--- config.mk ---
export PLATFORM = sky130hd
export DESIGN_NAME = tcwr_merge
export DESIGN_NICKNAME = d
export VERILOG_FILES = /design/src/design/three_channel_windowed_rms_assert.svh /design/src/design/tcwr_pkg.sv /design/src/design/tcwr_merge.sv
export SDC_FILE = /design/constraint.sdc
export NUM_CORES = 2
export LEC_CHECK = 0
export ABC_AREA = 1
export BUFFER_PORTS_ARGS = -buffer_cell sky130_fd_sc_hd__buf_2
export CAP_MARGIN = 10
export CORE_ASPECT_RATIO = 1.1
export CORE_UTILIZATION = 60
export CTS_CLUSTER_SIZE = 20
export DETAILED_ROUTE_END_ITERATION = 8
export GPL_TIMING_DRIVEN = 1
export PLACE_DENSITY = 0.82
export SYNTH_ARGS = -nofsm -noshare
export SYNTH_HDL_FRONTEND = slang
export SYNTH_SLANG_ARGS = --single-unit
--- constraint.sdc ---
create_clock -name clk -period 9.6 [get_ports clk]
set_input_delay 0.48 -clock clk [delete_from_list [all_inputs] [get_ports clk]]
set_output_delay 0.48 -clock clk [all_outputs]
set_load 0.005 [all_outputs]
--- src/design/three_channel_windowed_rms_assert.svh ---
// Assertion macros for the three-channel windowed RMS block.
`ifndef THREE_CHANNEL_WINDOWED_RMS_ASSERT_SVH
`define THREE_CHANNEL_WINDOWED_RMS_ASSERT_SVH
`ifndef SYNTHESIS
`define TCWR_ASSERT(label, cond) \
  label: assert property (@(posedge clk) disable iff (!rst_n) (cond)) \
    else $error("assertion failed");
`define TCWR_ASSERT_IMPL(label, ante, cons) \
  label: assert property (@(posedge clk) disable iff (!rst_n) (ante) |-> (cons)) \
    else $error("assertion failed");
`else
`define TCWR_ASSERT(label, cond)
`define TCWR_ASSERT_IMPL(label, ante, cons)
`endif
`endif

--- src/design/tcwr_pkg.sv ---
// Shared types and constants of the three-channel windowed RMS block.
package tcwr_pkg;
  localparam int Window = 400;
  localparam int NumLanes = 3;
  localparam int CntW = 9;
  localparam int RootBits = 28;
  typedef enum logic [2:0] {
    REG_VGAIN = 3'd0, REG_IGAIN = 3'd1, REG_TGAIN = 3'd2,
    REG_VOFF = 3'd3, REG_DROOP = 3'd4, REG_IREF = 3'd5
  } reg_idx_t;
  localparam logic [31:0] VGainRst = 32'd36974085;
  localparam logic [31:0] IGainRst = 32'd1327024;
  localparam logic [31:0] TGainRst = 32'd3311291;
  localparam logic [30:0] VOffRst = 31'd3277;
  localparam logic [30:0] DroopRst = 31'd13666;
  localparam logic [30:0] IRefRst = 31'd98304;
  typedef struct packed {
    logic start;
    logic clear;
  } lane_ctl_t;
endpackage

--- src/design/tcwr_merge.sv ---
// Merge stage: droop and offset correction of the voltage RMS.
module tcwr_merge (
  input  logic               clk,
  input  logic               go,
  input  logic [30:0]        vr,
  input  logic [30:0]        ir,
  input  logic [30:0]        voff,
  input  logic [30:0]        droop,
  input  logic [30:0]        iref,
  output logic signed [31:0] vcorr
);
  import tcwr_pkg::*;
  logic signed [63:0] prod_r;
  logic signed [48:0] corr_c;
  logic signed [47:0] dr_c;
  logic signed [31:0] diff_c;

  assign diff_c = $signed({1'b0, ir}) - $signed({1'b0, iref});
  assign dr_c = 48'(prod_r >>> 16);
  assign corr_c = $signed({18'd0, vr}) - $signed({18'd0, voff}) - 49'(dr_c);

  always_ff @(posedge clk) begin
    prod_r <= 64'($signed({1'b0, droop})) * 64'(diff_c);
    if (go) begin
      vcorr <= (corr_c > 49'sd2147483647) ? 32'h7fffffff :
               (corr_c < -49'sd2147483648) ? 32'h80000000 : corr_c[31:0];
    end
  end
endmodule

==> impl_metrics.csv <==
group,metric,value,unit
status,status,"finished clean",
worst_hold_path,worstHoldPathCells,1,
sta,tightestPinTransition,1.115,ns
sta,finalMaxSlewViolations,0,
synthesis,synth_area,42500,sq um
worst_hold_path,min_to,"vcorr[10]",
global_route,grt_max_degree,33,
sta,fin_crit,9.112,ns
sta,fmax,0.1097,GHz
setup_path,crit_type,"in2reg",
setup_path,regToRegSetupSlack,6.08,ns
synthesis,synth_seq_cells,80,
finish,syn2layout_area_growth,5.588,%
clocking,ctsRootBufferMaster,"clkbuf_16",
route,wl,139100,um
floorplanning,die_w,255.7,um
sta,final_hold_viol_count,0,
floorplanning,num_io_pins,189,
sta,relSlewSlack,25.61,%
clocking,cts_sinks,80,
floorplanning,fp.dieH,281.1,um
route,wl_met3,15610,um
clocking,numCtsBuffers,9,
route,dr_wl_met2,63400,um
sta,finalSetupTns,0,ns
finish,layout-drive-gt1-share,7.773,%
finish,fin_nets,7149,
synthesis,yosys_warnings,0,
place,hpwl,118200,um
sta,finClkSkew,0.01763,ns
sta,rsz0062_at_grt,"false",
floorplanning,dieArea,71900,sq um
synthesis,ys_types,56,
setup_path,critical_path.reg2reg.endpoint,"vcorr[12]",
synthesis,synth_fp_nets,7037,
clocking,postCtsHoldBufs,0,
setup_path,reg2reg_from,"prod_r[16]",
synthesis,synth-seq-area-share,4.522,%
setup_path,worstPathRequired,9.88,ns
setup_path,cp.arrival,9.39,ns
clocking,htree_levels,3,
route,num_vias,37750,
worst_hold_path,min-delay-start,"go",
setup_path,path_buf_inv,9,
place,place.gp.congestion,1.034,
route,top_layer_used,"met5",
synthesis,synthCells,5608,
setup_path,path_delay_family,"adder cells",
worst_hold_path,hp-class,"in2reg",
floorplanning,rows,101,
clocking,clk_path_buf_depth,2,
route,wire_per_inst,20.91,um
setup_path,max_stage_delay,0.57,ns
global_route,track_usage,39.76,%
clocking,clk_latency,0.35,ns
sta,period_share,94.92,%
global_route,antenna_found_initial,5,
route,ant_nets,0,
route,viasPerCell,5.675,
route,dr.pass1.iters,8,
finish,diodes,0,
finish,final_cell_mix,"inv_1 (1379), nand2_1 (1126), fa_1 (869)",
clocking,clk_pin_slew,0.07,ns
clocking,cts_tree,"built",
synthesis,async_flop_share,0,%
floorplanning,initial_core_util,61.14,%
flow_run,drv_cap,0,
finish,final_common_cell,"inv_1",
floorplanning,core,69500,sq um
setup_path,r2r.worst_path.cells,17,
global_route,grt_pass1_wl,218700,um
synthesis,synth.avg_cell_area,7.578,sq um
setup_path,path_depth,38,
setup_path,crit_top_cell,"fa_1",
global_route,grt_overflow,0,
synthesis,synthFlopType,"dfxtp_1",
place,port-buffer-count,188,
setup_path,critPathCaptureType,"flip-flop",
setup_path,crit_path_top_delay_cell,"fa_1",
route,drc,0,
sta,setup_viol,0,
route,drt-met1-wl,48860,um
setup_path,worst_setup_path_start_kind,"input pin",
global_route,grt_pass1_vias,40400,
synthesis,synth-edff-count,32,
route,drt_iter0_drc,3494,
setup_path,path_max_fanout,9,
## synth_stat cells (all sizes together), types with 8 or more instances
library cell  instances  area [sq um]
ha                  403          5042
nand2              1178          4562
o21bai               16         120.1
and2                  8         52.55
a21oi               211          1060
clkbuf              124         465.5
nand3               167         865.8
nand4                21         131.4
nor4                 12         75.07
a31oi                24         150.1
o211ai               11         87.58
a21boi                8         60.06
dfxtp                48         960.9
nand3b                8         60.06
fa                  869         17400
edfxtp               32         960.9
or2                  26         162.7
buf                  58         341.6
nor2                692          2670
xnor2                37         324.1
o21ai               100         515.5
inv                1409          5289
nor3                 26         140.1
o21a                 24         180.2
xor2                 71         629.4
## what timing repair did
item                       in CTS  in global routing
setup endpoints to repair       0                  2
resized for setup               0                  2
setup buffers                   0                  5
## final cells by class
cell class                 instances  area, sq um
inverter                        1414         5315
fill                            6129        24630
sequential                        80         1922
clock buffer                      11        254.0
timing repair buffer             283         1692
tap                              927         1160
multi-input combinational       3932        34460
clock inverter                     5        63.81
## cell families after synthesis
family                   count (synthesis)  synth area share, %
AND/OR/NAND/NOR                       2139                20.54
adder cells (fa/ha/maj)               1272                52.80
AO/OA/AOI/OAI                          413                5.503
buffers and inverters                 1596                14.39
XOR/XNOR                               108                2.244
flip-flops                              80                4.522
## metrics by stage
step	instances	area [sq um]	hold WS, ns	setup WS [ns]	util (%)
final	6652	44870	0.7209	0.4877	64.56
after global routing	6652	44870	0.7537	0.08979	64.56
after CTS	6647	44810	0.7298	0.4642	64.48
after detailed placement	6631	44500	0.7325	0.1048	64.02
after global placement	6631	44500	0.7152	0.1796	64.02
after floorplan	5608	42500	0.5925	1.613	-
## layer usage
metal	up-vias	GRT usage [%]
met5	-	0
met4	12	25.83
met3	731	9.722
met2	2302	66.09
met1	17980	46.01
li1	16720	-
## how the worst max path moves through the flow
| stage | startpoint | endpoint | slack, ns |
|---|---|---|---|
| after detailed placement | ir[0] | prod_r[57] | 0.10 |
| after floorplan | ir[0] | prod_r[61] | 1.61 |
| final | ir[2] | prod_r[57] | 0.49 |
| after global placement | ir[0] | prod_r[57] | 0.18 |
| after CTS | ir[0] | prod_r[57] | 0.46 |
| after global routing | iref[2] | prod_r[57] | 0.09 |
## state kept, by name, summed over array words and instances (netlist names)
name    cells
vcorr      32
prod_r     48
Power is not shown: default switching activity piles up to over one toggle a cycle in this logic, so the estimate is an artifact.
