<file path="config.mk">
export PLATFORM = sky130hd
export DESIGN_NAME = tcwr_lane
export DESIGN_NICKNAME = d
export VERILOG_FILES = /design/src/design/tcwr_pkg.sv /design/src/design/tcwr_lane.sv
export VERILOG_INCLUDE_DIRS = /design/src /design/src/design
export SDC_FILE = /design/constraint.sdc
export NUM_CORES = 2
export LEC_CHECK = 0
export BUFFER_PORTS_ARGS = -buffer_cell sky130_fd_sc_hd__buf_2
export CORE_UTILIZATION = 50
export DETAILED_ROUTE_END_ITERATION = 8
export MAX_ROUTING_LAYER = met4
export PLACE_DENSITY = 0.63
export SETUP_SLACK_MARGIN = 0.4
export SLEW_MARGIN = 10
export SYNTH_ARGS = -nofsm -noshare
export SYNTH_HDL_FRONTEND = slang
export SYNTH_SLANG_ARGS = --single-unit
</file>
<file path="constraint.sdc">
create_clock -name clk -period 31 [get_ports clk]
set_clock_uncertainty 0.05 [all_clocks]
set_input_delay 3.1 -clock clk [delete_from_list [all_inputs] [get_ports clk]]
set_output_delay 3.1 -clock clk [all_outputs]
set_load 0.05 [all_outputs]
</file>
<file path="src/design/three_channel_windowed_rms_assert.svh">
// Assertion macros for the three-channel windowed RMS block.
`ifndef THREE_CHANNEL_WINDOWED_RMS_ASSERT_SVH
`define THREE_CHANNEL_WINDOWED_RMS_ASSERT_SVH
`ifndef SYNTHESIS
`define TCWR_ASSERT(label, cond) \
  label: assert property (@(posedge clk) disable iff (!rst_n) (cond)) \
    else $error("assertion failed");
`define TCWR_ASSERT_IMPL(label, ante, cons) \
  label: assert property (@(posedge clk) disable iff (!rst_n) (ante) |-> (cons)) \
    else $error("assertion failed");
`else
`define TCWR_ASSERT(label, cond)
`define TCWR_ASSERT_IMPL(label, ante, cons)
`endif
`endif

</file>
<file path="src/design/tcwr_pkg.sv">
// Shared types and constants of the three-channel windowed RMS block.
package tcwr_pkg;
  localparam int Window = 400;
  localparam int NumLanes = 3;
  localparam int CntW = 9;
  localparam int RootBits = 28;
  typedef enum logic [2:0] {
    REG_VGAIN = 3'd0, REG_IGAIN = 3'd1, REG_TGAIN = 3'd2,
    REG_VOFF = 3'd3, REG_DROOP = 3'd4, REG_IREF = 3'd5
  } reg_idx_t;
  localparam logic [31:0] VGainRst = 32'd36974085;
  localparam logic [31:0] IGainRst = 32'd1327024;
  localparam logic [31:0] TGainRst = 32'd3311291;
  localparam logic [30:0] VOffRst = 31'd3277;
  localparam logic [30:0] DroopRst = 31'd13666;
  localparam logic [30:0] IRefRst = 31'd98304;
  typedef struct packed {
    logic start;
    logic clear;
  } lane_ctl_t;
endpackage

</file>
<file path="src/design/tcwr_lane.sv">
// One channel lane: gain scaling, saturating square sum and windowed square root.
module tcwr_lane (
  input  logic                 clk,
  input  logic                 rst_n,
  input  tcwr_pkg::lane_ctl_t  ctl,
  input  logic signed [15:0]   code,
  input  logic [31:0]          gain,
  input  logic                 sample_en,
  output logic signed [31:0]   now_val,
  output logic [30:0]          rms,
  output logic                 busy
);
  import tcwr_pkg::*;
  `include "three_channel_windowed_rms_assert.svh"

  typedef enum logic [2:0] {S_IDLE, S_SQ, S_ACC, S_DIV, S_SQRT} st_t;

  st_t st_r;
  logic signed [48:0] prod_r;
  logic signed [31:0] now_r;
  logic [63:0] sq_r, acc_r, x_r;
  logic [RootBits-1:0] res_r;
  logic [67:0] p_r, f_r, e_r;
  logic [4:0]  step_r;
  logic        pend_r;

  logic signed [48:0] prod_c;
  logic signed [32:0] shf_c;
  logic signed [31:0] sat_c;
  logic [31:0] mag_c;
  logic [64:0] sum_c;
  logic [63:0] acc_c;
  logic [67:0] cand_c;
  logic        fit_c;

  assign prod_c = 49'(code) * $signed({17'd0, gain});
  assign shf_c = 33'(prod_r >>> 16);
  assign sat_c = (shf_c > 33'sd2147483647) ? 32'h7fffffff :
                 (shf_c < -33'sd2147483648) ? 32'h80000000 : shf_c[31:0];
  assign mag_c = now_r[31] ? 32'(-now_r) : now_r;
  assign sum_c = {1'b0, acc_r} + {1'b0, sq_r};
  assign acc_c = sum_c[64] ? '1 : sum_c[63:0];
  // The root is the largest value whose square times the window fits under the sum.
  assign cand_c = p_r + f_r + e_r;
  assign fit_c = (cand_c <= {4'd0, x_r});

  always_ff @(posedge clk) begin
    prod_r <= prod_c;
    if (!rst_n) begin
      st_r <= S_IDLE; acc_r <= '0; now_r <= '0; rms <= '0; pend_r <= 1'b0;
      step_r <= '0;
    end else begin
      unique case (st_r)
        S_IDLE: begin
          if (sample_en) begin
            st_r <= S_SQ; pend_r <= ctl.start;
          end
        end
        S_SQ: begin
          now_r <= sat_c; st_r <= S_ACC;
        end
        S_ACC: begin
          sq_r <= 64'(mag_c) * 64'(mag_c);
          st_r <= S_DIV;
        end
        S_DIV: begin
          acc_r <= pend_r ? '0 : acc_c;
          if (!pend_r) st_r <= S_IDLE;
          else begin
            x_r <= acc_c; p_r <= '0; f_r <= '0; res_r <= '0;
            e_r <= 68'(Window) << (2 * (RootBits - 1));
            step_r <= 5'(RootBits - 1); st_r <= S_SQRT;
          end
        end
        S_SQRT: begin
          if (fit_c) begin
            p_r <= cand_c; f_r <= (f_r + {e_r[66:0], 1'b0}) >> 1;
          end else f_r <= f_r >> 1;
          e_r <= e_r >> 2;
          res_r <= {res_r[RootBits-2:0], fit_c};
          if (step_r == '0) begin
            rms <= 31'({res_r[RootBits-2:0], fit_c});
            st_r <= S_IDLE;
          end else step_r <= step_r - 5'd1;
        end
        default: st_r <= S_IDLE;
      endcase
      if (ctl.clear) acc_r <= '0;
    end
  end

  assign now_val = now_r;
  assign busy = (st_r != S_IDLE);

  `TCWR_ASSERT_IMPL(a_idle_start, sample_en, st_r == S_IDLE)
  `TCWR_ASSERT_IMPL(a_sqrt_pend, st_r == S_SQRT, pend_r)
  `TCWR_ASSERT(a_step_rng, st_r != S_SQRT || step_r <= 5'(RootBits - 1))
endmodule

</file>
==> impl_metrics.yaml <==
clock_tree:
  ctsHoldBuffers: 0
  ctsResizeCount: 0
  clk_transition_reported_paths_ns: 0.06
  cts_tree: "built"
  cts-root-buf: "clkbuf_16"
  tritoncts_num_sinks: 516
  post-cts-setup-buffers: 0
  insertion_delay_ns: 0.70
  clk_path_buf_depth: 3
  numCtsBuffers: 61
  htreeDepth: 2
route:
  avgViaCountPerCell: 5.51
  antenna_left: 0
  dr_total_vias: 56000
  drc: 0
  totalWireLength_um: 204000
  drt_iter0_markers: 3639
  post_drt_wl_per_cell_um: 20.1
  dr.pass1.iters: 5
die:
  initial_utilization: 0.505
  placeableCoreArea_um2: 152000
  std_cell_rows: 143
  die_area_um2: 155000
  dieHeight_um: 394
  ios: 117
  die_w_um: 394
synthesis:
  yosysWarnings: 0
  synthDistinctLibCells: 92
  ys.flop_type: "edfxtp_1"
  yosysTopAreaCell: "fa_1"
  synth_cells: 8145
  synthArstFlopShare: 0
  ys_seq_area_frac: 0.180
  synth.top_cell.area_share: 0.332
  synth_area_um2: 76900
  synthTopCellsByArea: "fa_1 33%, edfxtp_1 14%, ha_1 11%"
  synth_area_per_cell_um2: 9.44
  synth_edf_count: 350
  synth-seq-cells: 516
placed_design:
  port_buffers: 113
  gp_congestion: 1.00
  place_hpwl_um: 163000
min_path:
  hold_path.class: "reg -> reg"
critical_path:
  crit_top_cell: "fa_1"
  crit_fanout: 15
  crit_arrival_ns: 12.33
  end_kind: "register"
  cp.required_ns: 31.38
  worst_setup_path_start_kind: "register"
  cp_slowest_stage_delay_ns: 0.59
  cp_slowest_cell: "fa_1"
  reg2reg_setup_slack_ns: 19.05
  critPathKind: "reg -> reg"
  crit_family: "adder cells"
  path_buf_inv: 4
global_route:
  overflow: 0
  grt_max_degree: 89
  track_usage: 0.277
  grt_pass1_vias: 59700
  grt_pass1_wl_um: 331000
  antenna_found_initial: 3
cells_and_area:
  num-nets-final: 10100
  final_common_cell: "inv_1"
  layout_common_cells: "1543 x inv_1, 1277 x fa_1, 826 x nand2_1"
  fillers: 13800
  drive_above_1_share: 0.0476
  area_growth_pct: 6.19
power:
  leakage_nw: 40.2
  vdd_ir_drop_max_uv: 215
  powerDensity_nw_per_um2: 96.4
  total_power_mw: 7.87
sta:
  slew_headroom: 0.242
  max_freq_mhz: 83.7
  tns_ns: 0
  rsz0062_at_grt: "false"
  tightest_slew_ns: 1.13
  final_max_slew_viol_count: 0
  setup_viol: 0
  fin_crit_sh: 0.385
  hold_viol_final: 0
  fin_crit_ns: 11.95
run:
  maxCapViolCount: 0
run_status:
  outcome: "completed"
path summary, 6_finish.rpt:
check / from / endpoint / depth (start not counted)
setup / recovery: now_val[1]$_SDFFE_PN0P_ / sq_r[62]$_DFFE_PP_ / 32
hold / removal: rms[14]$_SDFFE_PN0P_ / rms[14]$_SDFFE_PN0P_ / 2
setup reg to reg: now_val[1]$_SDFFE_PN0P_ / sq_r[62]$_DFFE_PP_ / 32
hold reg to reg: rms[14]$_SDFFE_PN0P_ / rms[14]$_SDFFE_PN0P_ / 2
routing by layer:
layer | up-vias | GRT usage | part of all wire
met5 | - | - | 0
met4 | 0 | 0.0851 | 0.036
met3 | 380 | 0.0443 | 0.068
met2 | 1662 | 0.426 | 0.45
met1 | 28000 | 0.377 | 0.45
li1 | 25900 | - | -
cell families (layout without fill, tap and decap cells):
logic type               Yosys count  after routing  synth area share
multiplexers                      59             59           0.00769
other                              2             30         0.0000976
AND/OR/NAND/NOR                 2108           2108             0.129
AO/OA/AOI/OAI                   1251           1251             0.105
flip-flops                       516            516             0.180
buffers and inverters           1904           1867            0.0941
adder cells (fa/ha/maj)         1975           1975             0.446
XOR/XNOR                         330            330            0.0384
cells in the mapped netlist, types with 166 or more instances:
master	n
o21ai_0	220
a21o_1	201
and2_1	274
inv_1	1543
edfxtp_1	350
ha_1	698
nand2_1	826
fa_1	1277
clkbuf_1	302
xnor2_1	218
a21oi_1	424
nor2_1	478
dfxtp_1	166
metrics by stage:
step | setup WS, ns | hold slack [ns] | instances | area [um2] | util
6_report | 19.05 | 0.401 | 10200 | 81700 | 0.536
4_1_cts | 19.18 | 0.402 | 10200 | 81700 | 0.536
2_1_floorplan | 19.42 | 0.390 | 8172 | 77000 | -
5_1_grt | 18.59 | 0.427 | 10200 | 81700 | 0.536
3_3_place_gp | 19.38 | 0.391 | 10000 | 79500 | 0.522
3_5_place_dp | 19.18 | 0.393 | 10000 | 79500 | 0.522
where the power goes:
part,internal (mW),switching [mW]
clock,0.444,0.322
combinational,2.43,3.69
sequential,0.953,0.0357
sequential cells by signal, indices dropped and copies added, names as in the netlist:
signal	flops
p_r	68
f_r	67
acc_r	64
x_r	64
sq_r	63
e_r	61
prod_r	33
now_val	32
rms	28
res_r	27
step_r	5
st_r	3
pend_r	1
area by class of cell:
cell class                      count  area (um2)  share of cell area
Timing Repair Buffer              185        1120              0.0137
Multi-Input combinational cell   5752       56100               0.687
Sequential cell                   516       13800               0.169
Clock buffer                       81        1780              0.0218
Inverter                         1566        5880              0.0720
Antenna cell                        1        2.50           0.0000306
Tap cell                         2030        2540              0.0311
Clock inverter                     35         415             0.00509
worst register-to-register path, delay by kind of cell (launching register included):
kind	cells	cell delay [ns]
flops	1	0.35
buf+inv	4	0.97
simple gates	6	2.17
compound gates	11	3.24
xor+xnor	2	0.53
fa+ha+maj	9	4.37
Power figures use the tool's default switching activity.
